<file path="config.mk">
export PLATFORM = sky130hd
export DESIGN_NAME = tpe_ctrl
export DESIGN_NICKNAME = d
export VERILOG_FILES = /design/src/rtl/tpe_pkg.sv /design/src/rtl/tpe_ctrl.sv
export SDC_FILE = /design/constraint.sdc
export NUM_CORES = 1
export LEC_CHECK = 0
export BUFFER_PORTS_ARGS = -buffer_cell sky130_fd_sc_hd__buf_2
export CAP_MARGIN = 40
export CORE_MARGIN = 2
export CORE_UTILIZATION = 35
export CTS_CLUSTER_SIZE = 8
export DETAILED_ROUTE_END_ITERATION = 12
export SLEW_MARGIN = 20
export SYNTH_ARGS = -nofsm -noshare
export SYNTH_HDL_FRONTEND = slang
export SYNTH_SLANG_ARGS = --single-unit
</file>
<file path="constraint.sdc">
create_clock -name clock -period 1.82 [get_ports clock]
set_input_delay 0.455 -clock clock [delete_from_list [all_inputs] [get_ports clock]]
set_output_delay 0.455 -clock clock [all_outputs]
set_load 0.02 [all_outputs]
</file>
<file path="src/rtl/tpe_pkg.sv">
// Shared types, constants and helpers for the tree path edge extreme block.
// Depends on nothing; every other file of the block uses it.
`timescale 1ns / 1ps
`default_nettype none
package tpe_pkg;

   localparam int NODE_W   = 11;
   localparam int WEIGHT_W = 31;

   localparam logic signed [WEIGHT_W-1:0] SENT_FOR_MAX = -31'sd1000000000;
   localparam logic signed [WEIGHT_W-1:0] SENT_FOR_MIN = 31'sd1000000000;

   localparam logic MODE_INSERT = 1'b0;
   localparam logic MODE_QUERY  = 1'b1;

   typedef enum logic [4:0] {
      OP_NOP,
      OP_LOAD,
      OP_I_RDDEP,
      OP_I_BASE,
      OP_I_RD,
      OP_I_WR,
      OP_Q_RDU,
      OP_Q_RDV,
      OP_Q_ORDER,
      OP_L_RD,
      OP_L_DEP,
      OP_L_STEP,
      OP_CHK,
      OP_M_RDU,
      OP_M_RDV,
      OP_M_STEP,
      OP_F_RDU,
      OP_F_RDV,
      OP_F_DONE
   } op_type;

   typedef struct packed {
      logic mode;
      logic bad_insert;
      logic u_eq_v;
      logic lvl_zero;
      logic lvl_ins_last;
      logic rsp_busy;
   } status_type;

   function automatic logic signed [WEIGHT_W-1:0] sentinel(input logic is_max);
      return is_max ? SENT_FOR_MAX : SENT_FOR_MIN;
   endfunction

   function automatic logic signed [WEIGHT_W-1:0] pick(
      input logic                       is_max,
      input logic signed [WEIGHT_W-1:0] a,
      input logic signed [WEIGHT_W-1:0] b
   );
      if (is_max) begin
         return (a > b) ? a : b;
      end
      return (a < b) ? a : b;
   endfunction

endpackage
`default_nettype wire

</file>
<file path="src/rtl/tpe_ctrl.sv">
// Controller: sequences insert and query walks over the table datapath.
// Depends on tpe_pkg for the operation codes and status bundle.
`timescale 1ns / 1ps
`default_nettype none
module tpe_ctrl (
   input  wire                      clock,
   input  wire                      reset,
   input  wire                      req_valid,
   output logic                     req_ready,
   input  wire tpe_pkg::status_type status,
   output tpe_pkg::op_type          op
);
   typedef enum logic [4:0] {
      S_IDLE, S_DISP, S_I_DEP, S_I_BASE, S_I_RD, S_I_WR,
      S_Q_RDU, S_Q_RDV, S_Q_ORD, S_L_RD, S_L_DEP, S_L_STEP, S_CHK,
      S_M_RDU, S_M_RDV, S_M_STEP, S_F_RDU, S_F_RDV, S_F_DONE
   } state_type;

   state_type state_ff, state_in;

   assign req_ready = (state_ff == S_IDLE);

   always_comb begin
      state_in = state_ff;
      op = tpe_pkg::OP_NOP;
      unique case (state_ff)
         S_IDLE: begin
            if (req_valid) begin
               op = tpe_pkg::OP_LOAD;
               state_in = S_DISP;
            end
         end
         S_DISP: begin
            if (status.mode == tpe_pkg::MODE_QUERY) begin
               state_in = S_Q_RDU;
            end else if (status.bad_insert) begin
               state_in = S_IDLE;
            end else begin
               state_in = S_I_DEP;
            end
         end
         S_I_DEP: begin
            op = tpe_pkg::OP_I_RDDEP;
            state_in = S_I_BASE;
         end
         S_I_BASE: begin
            op = tpe_pkg::OP_I_BASE;
            state_in = S_I_RD;
         end
         S_I_RD: begin
            op = tpe_pkg::OP_I_RD;
            state_in = S_I_WR;
         end
         S_I_WR: begin
            op = tpe_pkg::OP_I_WR;
            state_in = status.lvl_ins_last ? S_IDLE : S_I_RD;
         end
         S_Q_RDU: begin
            op = tpe_pkg::OP_Q_RDU;
            state_in = S_Q_RDV;
         end
         S_Q_RDV: begin
            op = tpe_pkg::OP_Q_RDV;
            state_in = S_Q_ORD;
         end
         S_Q_ORD: begin
            op = tpe_pkg::OP_Q_ORDER;
            state_in = S_L_RD;
         end
         S_L_RD: begin
            op = tpe_pkg::OP_L_RD;
            state_in = S_L_DEP;
         end
         S_L_DEP: begin
            op = tpe_pkg::OP_L_DEP;
            state_in = S_L_STEP;
         end
         S_L_STEP: begin
            op = tpe_pkg::OP_L_STEP;
            state_in = status.lvl_zero ? S_CHK : S_L_RD;
         end
         S_CHK: begin
            if (!status.rsp_busy) begin
               op = tpe_pkg::OP_CHK;
               state_in = status.u_eq_v ? S_IDLE : S_M_RDU;
            end
         end
         S_M_RDU: begin
            op = tpe_pkg::OP_M_RDU;
            state_in = S_M_RDV;
         end
         S_M_RDV: begin
            op = tpe_pkg::OP_M_RDV;
            state_in = S_M_STEP;
         end
         S_M_STEP: begin
            op = tpe_pkg::OP_M_STEP;
            state_in = status.lvl_zero ? S_F_RDU : S_M_RDU;
         end
         S_F_RDU: begin
            op = tpe_pkg::OP_F_RDU;
            state_in = S_F_RDV;
         end
         S_F_RDV: begin
            op = tpe_pkg::OP_F_RDV;
            state_in = S_F_DONE;
         end
         S_F_DONE: begin
            op = tpe_pkg::OP_F_DONE;
            if (!status.rsp_busy) begin
               state_in = S_IDLE;
            end
         end
         default: begin
            state_in = S_IDLE;
         end
      endcase
   end

   always_ff @(posedge clock) begin
      if (reset) begin
         state_ff <= S_IDLE;
      end else begin
         state_ff <= state_in;
      end
   end
endmodule
`default_nettype wire
</file>
==> out/summary.txt, run 1 <==
Status: finished clean
CTS max path bufs: 2
Setup Skew: 0.836 ps
Vias in the first global route: 512
Total CTS buffers: 3
Final setup viols: 0
Die H: 41.8 um
# fillers: 142
Commonest non-fill, non-tap cell in the layout: buf_2
Initial Util: 38.0%
Ys async rst share: 0%
Pwr/cell area: 611 mW/mm^2
Crit path max-delay cell type: or3_4
Htree depth: 1
Routed vias: 594
CP top delay family: simple AND/OR/NAND/NOR gates
Number of flip-flops in the largest register: 5
Leak pwr: 0.300 nW
Chip width: 41.8 um
GRT Util Overall: 15.4%
Core area: 0.00132 mm^2
Period minus WS final: 1760 ps
Crit path kind: reg -> out
Syn Nets: 79
Nets: 100
CP Buf/Inv Count: 1
Slew HR: 74.1%
Syn_area_per_cell: 7.15 um^2
Synth Register Bits: 5
Drt first pass iters: 4
Routed WL per cell: 12.8 um
Clock sinks: 5
Post-synthesis sequential area ratio: 20.0%
EDFF count, synth: 0
Leading cell types in the layout, fill and taps excluded: 12 x buf_2, 10 x buf_4, 9 x a21oi_1
Hold Crit Class: in -> reg
Slack of the critical path: 64.0 ps
Clock slew at reported path FFs: 40 ps
Post-route DRC: 0
Total power after layout: 414 uW
Setup TNS: 0 ps
Drt first-iter violations: 7
Global-route wire length before repair: 2150 um
Drt total wl: 1350 um
Pre-CTS WS: 184 ps
Worst-skew pair later-pin latency: 230 ps
IO buf count: 14
Detail Placement HPWL: 1000 um
CP endpoint kind: output pin
Yosys Warn Count: 0
Gr ovfl total: 0
Max incr delay on CP: 410 ps
Max VDD drop: 0.365 mV
Avg Vias per Cell: 5.66
Least-Margin Pin Slew: 388 ps
Top flop regs: state_ff: 5 flops
Die footprint: 0.00175 mm^2
Largest net degree at the start of global routing: 18
Area Growth Syn to Fin: 35.2%
Synthesized area: 500 um^2
Biggest register: state_ff
GP Congestion: 0.790
Fin. Hold Viols: 0
Post-route ant nets: 0
Worst EP required: 1360 ps
Synth cell types: 38
Rows: 13
Fin crit share: 96.5%
Max-slew violation count: 0
F_max: 569 MHz
Clk root buf: clkbuf_4
IO Pins: 15
Most used DFF post-synth: dfxtp_1
Worst Path Max Fanout: 9
Share of cells above drive strength 1: 41.1%
Antenna violations before repair: 0
Crit path DAT: 1300 ps
Reported max-cap violation count: 0
Crit-path cells: or3_4 -> a21oi_2 -> buf_4
# diodes: 0
Post-synthesis cell count: 70
CTS tree: yes
Worst Setup Start Kind: flop
## stage by stage
stage,hold WS [ps],utilization (%),instances,area (um^2)
after floorplan,524,-,70,507
after global placement,690,47.4,101,624
after detailed placement,689,47.4,101,624
after CTS,432,49.7,105,654
after global routing,436,51.4,105,677
final,435,51.4,105,677
## layout make-up
class	count	area, um^2	area share (%)
multi-input cells	56	380	56.2
repair buffers	22	135	20.0
flip-flops and latches	5	105	15.5
clock buffers	4	26.3	3.88
well taps	15	18.8	2.77
inverters	3	11.3	1.66
## final timing paths
path / startpoint / to / slack, ps / cells past startpoint
worst max register to register: state_ff[3]$_SDFFE_PP0P_ / state_ff[3]$_SDFFE_PP0P_ / 300 / 5
worst min-delay path: reset / state_ff[2]$_SDFFE_PP0P_ / 440 / 2
worst min register to register: state_ff[4]$_SDFFE_PP0P_ / state_ff[4]$_SDFFE_PP0P_ / 680 / 2
worst max-delay path: state_ff[2]$_SDFFE_PP0P_ / op[1] / 60 / 3
## kinds of logic (layout without fill, tap and decap cells)
| family | Yosys count | after routing | share of synthesized area (%) |
|---|---|---|---|
| flops | 5 | 5 | 20.0 |
| compound gates | 25 | 25 | 33.8 |
| mux | 1 | 1 | 2.00 |
| buf+inv | 9 | 29 | 8.50 |
| simple gates | 30 | 30 | 35.8 |
## metal layers
| metal | GRT usage [%] | wire length [um] | share of wire (%) | vias to the layer above |
|---|---|---|---|---|
| li1 | - | - | - | 308 |
| met1 | 18.8 | 659 | 49 | 273 |
| met2 | 25.9 | 636 | 47 | 13 |
| met3 | 3.48 | 53 | 3.9 | 0 |
| met4 | 5.81 | 0 | 0 | 0 |
| met5 | 0 | 0 | 0 | - |
## synthesized netlist by cell type (2+ instances only)
master / instances / share of area, %
nor3_1: 3 / 3.0
nand3_1: 2 / 2.0
and3_1: 3 / 3.8
a21oi_1: 10 / 10
nor2_1: 2 / 1.5
dfxtp_1: 5 / 20
or3_1: 2 / 2.5
buf_2: 4 / 4.0
nand2b_1: 3 / 3.8
inv_1: 2 / 1.5
or3b_1: 2 / 3.5
o21a_1: 2 / 3.0
nor4_1: 2 / 2.5
nand2_1: 4 / 3.0
## what timing repair did
item	4_1_cts	5_1_grt
endpoints found under the hold margin	0	0
setup endpoints to repair	3	6
gates resized for setup	3	7
hold buffers	0	0
pin swaps	0	0
gates cloned	0	0
buffers inserted	0	0
## power by group
part	switching, mW	total, mW	leakage [nW]	internal [mW]
Combinational	0.0848	0.153	0.243	0.0687
Sequential	0.0165	0.135	0.0425	0.118
Clock	0.0424	0.125	0.0150	0.0827
Total	0.144	0.414	0.300	0.270
No activity file was read; power rests on OpenSTA's default activity.
==> inputs of run 2 (changes only) <==
==> constraint.sdc (replaced) <==
create_clock -name clock -period 2.3 [get_ports clock]
set_input_delay 0.575 -clock clock [delete_from_list [all_inputs] [get_ports clock]]
set_output_delay 0.575 -clock clock [all_outputs]
set_load 0.02 [all_outputs]
==> run 2 against run 1 <==
Effect of this change: design area is 13% lower; non-clock buffer count is 7 lower; utilization is 6.5 points lower; setup slack better by 160 ps; global-route usage is 0.10 points lower; clock power is 14% lower; routed wire length is 9.2% lower; critical endpoint is now op[2]; highest routed layer is now met4.
==> out/summary.txt, run 2 (same netlist as run 1, synthesis figures left out) <==
Status: finished clean
Clock sinks: 5
GRT met2 Usage: 21.6%
# hold bufs at CTS: 0
Vias in the first global route: 491
Fin cells: 98
Gr ovfl total: 0
RSZ-0062 raised after global routing: no
Biggest register: state_ff
Die footprint: 0.00175 mm^2
Initial Util: 38.0%
Final setup viols: 0
Commonest non-fill, non-tap cell in the layout: buf_2
IO buf count: 14
Fin crit share: 90.2%
Die H: 41.8 um
Crit path kind: reg -> out
Max VDD drop: 0.314 mV
GRT Util Overall: 15.3%
Routed WL per cell: 12.5 um
Leak pwr: 0.257 nW
IO Pins: 15
Post-route ant nets: 0
Detail Placement HPWL: 862 um
F_max: 482 MHz
Share of cells above drive strength 1: 25.3%
Setup TNS: 0 ps
Worst Setup Start Kind: flop
Met1 Use GR: 20.8%
Worst EP required: 1730 ps
Post-CTS Setup Repair Bufs: 0
Total CTS buffers: 3
Worst-skew pair later-pin latency: 250 ps
Crit path max-delay cell type: dfxtp_1
Clk root buf: clkbuf_4
Global-route wire length before repair: 2080 um
Max incr delay on CP: 620 ps
Antenna violations before repair: 0
Reg2Reg Launch Point: state_ff[3]$_SDFFE_PP0P_
Nets: 93
Leading cell types in the layout, fill and taps excluded: 14 x buf_2, 10 x a21oi_1, 5 x dfxtp_1
Rows: 13
Clock slew at reported path FFs: 50 ps
Hold Crit Class: in -> reg
Setup Skew: 4.29 ps
Post-route DRC: 0
Post-CTS Resized: 0
Busiest grt layer: met2
Routed vias: 563
Worst Path Max Fanout: 15
Number of flip-flops in the largest register: 5
Avg Vias per Cell: 5.74
Period minus WS final: 2070 ps
Max-slew violation count: 0
Top flop regs: state_ff: 5 flops
Crit path DAT: 1500 ps
Crit-path cells: nor2_2 -> a311oi_1 -> buf_2
Slew HR: 58.7%
Drt first-iter violations: 9
Least-Margin Pin Slew: 619 ps
# diodes: 0
CP endpoint kind: output pin
Drt first pass iters: 4
Htree depth: 1
Dpl cells: 94
Critical path origin: state_ff[1]$_SDFFE_PP0P_
Worst hold start: reset
Pwr/cell area: 529 mW/mm^2
Drt total wl: 1230 um
Core area: 0.00132 mm^2
Reported max-cap violation count: 0
Area Growth Syn to Fin: 18.3%
GR Util met3: 4.35%
GP Congestion: 0.755
Total power after layout: 313 uW
Fin. Hold Viols: 0
Chip width: 41.8 um
Largest net degree at the start of global routing: 20
CTS max path bufs: 2
CTS tree: yes
==> run 2: per-layer routing <==
layer	vias up	share of wire [%]	routed length, um
li1	293	-	-
met2	20	43	531
met1	247	48	592
met5	-	0	0
met4	0	1.9	23
met3	3	6.4	78
==> run 2: worst paths after layout <==
check | depth (start not counted) | slack (ps) | end
setup / recovery | 3 | 230 | op[2]
hold / removal | 2 | 540 | state_ff[1]$_SDFFE_PP0P_
setup reg to reg | 5 | 660 | state_ff[2]$_SDFFE_PP0P_
hold reg to reg | 2 | 740 | state_ff[1]$_SDFFE_PP0P_
==> run 2: through the flow <==
step	setup WS, ps	cell area, um^2	hold WS (ps)	util, %
6_report	227	592	540	44.9
5_1_grt	122	592	529	44.9
3_3_place_gp	501	566	692	42.9
4_1_cts	233	592	527	44.9
3_5_place_dp	503	566	720	42.9
2_1_floorplan	318	500	638	-
==> run 2: final cells by class <==
class / count / area (um^2)
clock buffer: 4 / 26.3
fill: 140 / 726
inverter: 3 / 11.3
multi-input combinational: 56 / 358
sequential: 5 / 100
tap: 15 / 18.8
timing repair buffer: 15 / 77.6
==> run 2: where the power goes <==
part / internal, mW / switching, mW / total [mW]
sequential: 0.0927 / 0.0222 / 0.115
clock: 0.0659 / 0.0407 / 0.107
combinational: 0.0392 / 0.0526 / 0.0918
==> run 2: critical path, delay by kind of cell, from the launching register on <==
family	cells	cell delay [ps]
compound gates	1	270
buf+inv	1	200
simple gates	1	160
flops	1	620
